### config.mk
export PLATFORM = sky130hd
export DESIGN_NAME = slt_queue
export DESIGN_NICKNAME = d
export VERILOG_FILES = /design/src/design/slt_pkg.sv /design/src/design/slt_queue.sv
export SDC_FILE = /design/constraint.sdc
export NUM_CORES = 1
export LEC_CHECK = 0
export BUFFER_PORTS_ARGS = -buffer_cell sky130_fd_sc_hd__buf_2
export CAP_MARGIN = 20
export CORE_ASPECT_RATIO = 0.6
export CORE_MARGIN = 1.5
export CORE_UTILIZATION = 53
export DETAILED_ROUTE_END_ITERATION = 16
export PLACE_DENSITY = 0.8
export SETUP_SLACK_MARGIN = 0.5
export SLEW_MARGIN = 30
export SYNTH_ARGS = -nofsm -noshare
export SYNTH_HDL_FRONTEND = slang
export SYNTH_SLANG_ARGS = --single-unit
### constraint.sdc
create_clock -name aclk -period 16.5 [get_ports aclk]
set_input_delay 0.825 -clock aclk [delete_from_list [all_inputs] [get_ports aclk]]
set_output_delay 0.825 -clock aclk [all_outputs]
set_load 0.05 [all_outputs]
### src/design/slt_pkg.sv
// Package for the sorted leaf table: command codes, status codes and the
// item types of both channels. No dependencies.
package slt_pkg;

    typedef enum logic [2:0] {
        CMD_INS_EXT  = 3'd0,
        CMD_LOOK_EXT = 3'd1,
        CMD_DEL_EXT  = 3'd2,
        CMD_INS_META = 3'd3,
        CMD_LOOK_META = 3'd4
    } cmd_t;

    localparam logic [1:0] ST_OK   = 2'd0;
    localparam logic [1:0] ST_MISS = 2'd1;
    localparam logic [1:0] ST_FULL = 2'd2;

    typedef struct packed {
        logic [2:0]  command;
        logic [63:0] ino;
        logic [63:0] logical_block;
        logic [63:0] value_in;
        logic [31:0] length_in;
        logic [31:0] flags_in;
    } in_item_t;

    typedef struct packed {
        logic [1:0]  status;
        logic [63:0] value_out;
        logic [31:0] length_out;
        logic [31:0] flags_out;
    } out_item_t;

endpackage

### src/design/slt_queue.sv
// Two-entry item queue between the front end and the table engine.
// Depends on slt_pkg.
module slt_queue (
    input  logic               aclk,
    input  logic               aresetn,
    input  logic               in_valid,
    output logic               in_ready,
    input  slt_pkg::in_item_t  in_item,
    output logic               out_valid,
    input  logic               out_ready,
    output slt_pkg::in_item_t  out_item
);
    import slt_pkg::*;

    in_item_t   mem_reg [2];
    logic       wr_ptr_reg, rd_ptr_reg;
    logic [1:0] cnt_reg;
    logic       push, pop;

    assign in_ready  = (cnt_reg != 2'd2);
    assign out_valid = (cnt_reg != 2'd0);
    assign out_item  = mem_reg[rd_ptr_reg];
    assign push = in_valid && in_ready;
    assign pop  = out_valid && out_ready;

    always_ff @(posedge aclk) begin
        if (push) begin
            mem_reg[wr_ptr_reg] <= in_item;
        end
        if (!aresetn) begin
            wr_ptr_reg <= 1'b0;
            rd_ptr_reg <= 1'b0;
            cnt_reg    <= 2'd0;
        end else begin
            if (push) wr_ptr_reg <= ~wr_ptr_reg;
            if (pop)  rd_ptr_reg <= ~rd_ptr_reg;
            cnt_reg <= cnt_reg + {1'b0, push} - {1'b0, pop};
        end
    end
endmodule

Word-level counts from Yosys, hierarchy flattened
Memory sizes are Yosys's and may differ from the RTL's. A register that Yosys moved wholly into a read port is not among the register bits.
Cells that the tools add are included.
{"block": "op_classes", "n_lt_le_gt_ge": 0, "mul": 0, "reduce_logical": 3, "addsub": 2, "div": 0, "bitwise_logic": 2, "shift": 0, "mux": 4, "eq_ne": 1}
{"op": "$mux 1", "count": 4}
{"op": "$add 2x1->2", "count": 1}
{"op": "$logic_and 1x1->1", "count": 2}
{"op": "$ne 2x2->1 const B", "count": 1}
{"op": "$not 1->1", "count": 2}
{"op": "$reduce_bool 2->1", "count": 1}
{"op": "$sub 2x1->2", "count": 1}
{"block": "word_totals", "rom_bits": 0, "memories": 1, "latchBits": 0, "register_bits": 4, "elab_cells": 16, "ramBits": 518, "output_inout_bits": 261, "input_bits": 263}
{"name": "mem_reg", "depth": 2, "width": 259, "read_ports": 1, "rd_ports_with_merged_regs": 1, "wr": 1, "line_no": "slt_queue.sv:15", "text": "in_item_t mem_reg [2];"}

Logic depth before layout (Yosys ltp)
{"block": "logic_depth", "word_depth": 4, "depth_mapped": 8, "depth_no_buf": 8}

Least setup slack after synthesis
Ideal clock, no wire load.
{"block": "synth_path", "kind": "flip-flop to flip-flop", "start": "register cnt_reg[0]", "end": "memory mem_reg[0][0] (netlist bit) (enable)", "setup_ps": 885, "path_slack_ps": 3855, "stages_incl_launch_ff": 4, "required_time_ps": 15615, "period_less_slack_ps": 12645, "path_buffers": 0, "t_arrival_ps": 11760, "path_cell_list": "dfxtp_1 > nand2b_1 > nand2_1 > nor2_1"}
{"block": "synth_between", "elab_chain_cells": 4}
{"item": "start, declared", "line_no": "slt_queue.sv:17", "text": "logic [1:0] cnt_reg;"}
{"item": "start signal, assigned", "line_no": "slt_queue.sv:37", "text": "cnt_reg <= cnt_reg + {1'b0, push} - {1'b0, pop};"}
{"item": "$ne 2x2->1", "line_no": "slt_queue.sv:20", "text": "assign in_ready = (cnt_reg != 2'd2);"}
{"item": "named net in_ready", "line_no": "slt_queue.sv:7", "text": "output logic in_ready,"}
{"item": "$logic_and 1x1->1", "line_no": "slt_queue.sv:23", "text": "assign push = in_valid && in_ready;"}
{"item": "$mux 1", "line_no": "slt_queue.sv:27", "text": "if (push) begin"}
{"item": "$mux 1 (not written as such)", "line_no": "slt_queue.sv:28", "text": "mem_reg[wr_ptr_reg] <= in_item;"}
{"item": "end, declared", "line_no": "slt_queue.sv:15"}
The timed path passes the listed nets, and every way through them passes these cells.

==> impl_metrics.env <==
export IMPL_status="complete, no violations"
export IMPL_hold_viol=0
export IMPL_grt_ovfl_total=0
export IMPL_ios=524
export IMPL_worstHoldPathType="in -> reg"
export IMPL_synth_nets=1095
export IMPL_cts_sinks=523
export IMPL_finalNetCount=1648
export IMPL_hpwl_mm=29.0
export IMPL_max_cap_violations=0
export IMPL_wl_per_cell_um=21.9
export IMPL_fin_crit_sh_pct=25.2
export IMPL_max_freq_mhz=241
export IMPL_path_clk_slew_ns=0.07
export IMPL_p_sw_share_pct=37.0
export IMPL_path_buf_inv=3
export IMPL_grt_use_total_pct=21.2
export IMPL_cts_tree="done"
export IMPL_synth_area_leaders="edfxtp_1 79%, mux2_4 15%, mux2_2 3.2%"
export IMPL_slowest_delay_ns=0.66
export IMPL_setup_viol=0
export IMPL_antenna_found_initial=9
export IMPL_synth_edf_count=518
export IMPL_syn2layout_area_growth_pct=22.8
export IMPL_synth_flop_cell="edfxtp_1"
export IMPL_ys_types=18
export IMPL_finalHoldWorstSlack_ns=0.458
export IMPL_power_switching_uw=1580
export IMPL_finalClockSkew_ns=0.00766
export IMPL_worstSetupEndpointType="output port"
export IMPL_worstHoldStart="in_item[250]"
export IMPL_cts_resized=0
export IMPL_die_height_um=153
export IMPL_async_reset_ff_share_pct=0
export IMPL_drtAntennaViolNets=0
export IMPL_fp_dieArea_um2=38500
export IMPL_internal_power_uw=2690
export IMPL_crit_type="reg -> out"
export IMPL_synth_cells=830
export IMPL_power_density_nw_per_um2=176
export IMPL_ctsHoldBuffers=0
export IMPL_vias=9801
export IMPL_cpLargestDelayFamily="buffers and inverters"
export IMPL_cp_cell_sequence="buf_6, buf_6, mux2_4, buf_2"
export IMPL_gp_congestion=0.857
export IMPL_multiInputGateArea_um2=3820
export IMPL_worst_skew_pair_late_latency_ns=0.55
export IMPL_rows=54
export IMPL_combPwrFrac_pct=35.9
export IMPL_synth_top_area_share_pct=78.7
export IMPL_synth_seq_cells=523
export IMPL_core_area_um2=36600
export IMPL_max_slew_margin_pct=36.4
export IMPL_cp_slowest_cell="dfxtp_4"
export IMPL_clockPowerShare_pct=23.7
export IMPL_synth_top_area_cell="edfxtp_1"
export IMPL_first_global_vias=10200
export IMPL_worstMarginPinSlew_ns=0.954
export IMPL_final_max_slew_viol_count=0
export IMPL_totalWireLength_mm=42.2
export IMPL_grt_setup_unrepaired="no"
export IMPL_fin_crit_ns=4.16
export IMPL_root_buffer="clkbuf_16"
export IMPL_numCtsBuffers=46
export IMPL_drive_above_1_share_pct=60.4
export IMPL_grt_max_degree=130
export IMPL_fin_setup_tns_ns=0
export IMPL_drc_errors=0
export IMPL_syn_avg_cell_area_um2=23.8
export IMPL_cp_start_kind="flop"
export IMPL_largest_reg_flops=518
export IMPL_cts_htree_levels=2
export IMPL_clock_path_buffers=3
export IMPL_drt_initial_drc_count=669
export IMPL_drt_pass1_iterations=6
export IMPL_cp_arrival_ns=3.33
export IMPL_sequential_cell_area_um2=15700
export IMPL_grt_pass1_wl_mm=60.8
export IMPL_pwr_share_seq_pct=40.4
export IMPL_crit_required_ns=15.67
export IMPL_syn_cell_area_um2=19800
export IMPL_nFillCells=2419
export IMPL_fp_dieW_um=252
export IMPL_ir_worst_vdd_uv=139
export IMPL_numPortBuffers=523
export IMPL_post_cts_setup_buffer_count=0
export IMPL_leakage_uw=0.00941
export IMPL_crit_reg2reg_launch="cnt_reg[0]"
export IMPL_synth_seq_area_share_pct=79.2
export IMPL_cp_max_fo=75
export IMPL_start_util_pct=54.1
export IMPL_cp_common_cell="buf_6"
export IMPL_ys_warnings_count=0
export IMPL_avgViaCountPerCell=5.08
[cell type report]
cell class,count,share of cell area [%]
diodes,8,0.0825
clock buffers,62,5.25
clock inverters,21,0.505
inverters,1,0.0155
multi-input cells,277,15.7
flip-flops and latches,523,64.5
well taps,504,2.60
repair buffers,534,11.3
[cells in the mapped netlist (all sizes together) (2+ instances only)]
cell type,count
and2,2
buf,29
xnor2,3
edfxtp,518
dfxtp,5
mux2,259
nand2b,2
ha,2
nand2,2
nor2b,2
[cells by family (layout without fill, tap and decap cells)]
| logic type | count (synthesis) | after routing | share of synthesized area (%) |
|---|---|---|---|
| AND/OR/NAND/NOR | 11 | 11 | 0.310 |
| AO/OA/AOI/OAI | 1 | 1 | 0.0380 |
| XOR/XNOR | 3 | 3 | 0.133 |
| multiplexers | 260 | 260 | 18.6 |
| buffers and inverters | 30 | 618 | 1.54 |
| adder cells (fa/ha/maj) | 2 | 2 | 0.127 |
| flip-flops | 523 | 523 | 79.2 |
| other | 0 | 8 | 0 |
[cell usage in the layout (no fill, tap or decap), drive strengths merged]
master,netlist,final
clkinv,0,19
clkinvlp,0,1
or2,1,1
ha,2,2
clkbuf,0,62
bufinv,0,1
dfxtp,5,5
nand2b,2,2
nand2,2,2
mux2,259,259
nor2,1,1
edfxtp,518,518
nor2b,2,2
and3,1,1
and2,2,2
buf,29,534
diode,0,8
o21a,1,1
mux2i,1,1
xnor2,3,3
inv,1,1
[stage by stage]
stage | setup WS, ns | total power (uW) | utilization [%] | std cells | cell area, um2
2_1_floorplan | 3.86 | 3060 | - | 830 | 19800
3_3_place_gp | 12.51 | 3270 | 62.4 | 1838 | 22800
3_5_place_dp | 12.72 | 3300 | 62.5 | 1839 | 22800
4_1_cts | 12.12 | 4300 | 66.3 | 1922 | 24200
5_1_grt | 12.24 | 4410 | 66.4 | 1925 | 24300
6_report | 12.34 | 4270 | 66.4 | 1930 | 24300
[final timing paths]
check                     to  slack (ns)  cells after the start
max            out_item[186]       12.34                      4
min          mem_reg[0][250]        0.46                      1
max reg2reg  mem_reg[0][154]       13.80                      5
min reg2reg       wr_ptr_reg        0.53                      2
[power groups by stage]
stage	clock network [uW]	logic [uW]	registers (uW)
6_report	1010	1530	1730
3_3_place_gp	0	1520	1750
3_5_place_dp	0	1540	1750
2_1_floorplan	0	1260	1800
5_1_grt	1080	1590	1740
4_1_cts	1030	1540	1730
[worst reg2reg max path: stages (launching register included)]
cell,delay [ns]
dfxtp_1,0.38
nand2b_1,0.17
nand2_1,0.15
nor2_4,0.12
buf_4,0.68
buf_4,0.79
[layer usage]
layer	up-vias	global-route usage, %	wire (um)	share of wire, %
met5	-	0	13	0.031
met1	4927	24.8	16000	38
met3	77	6.75	3290	7.8
met4	2	7.50	1240	2.9
li1	4430	-	-	-
met2	365	37.1	21700	51
No activity file was read; power rests on OpenSTA's default activity.
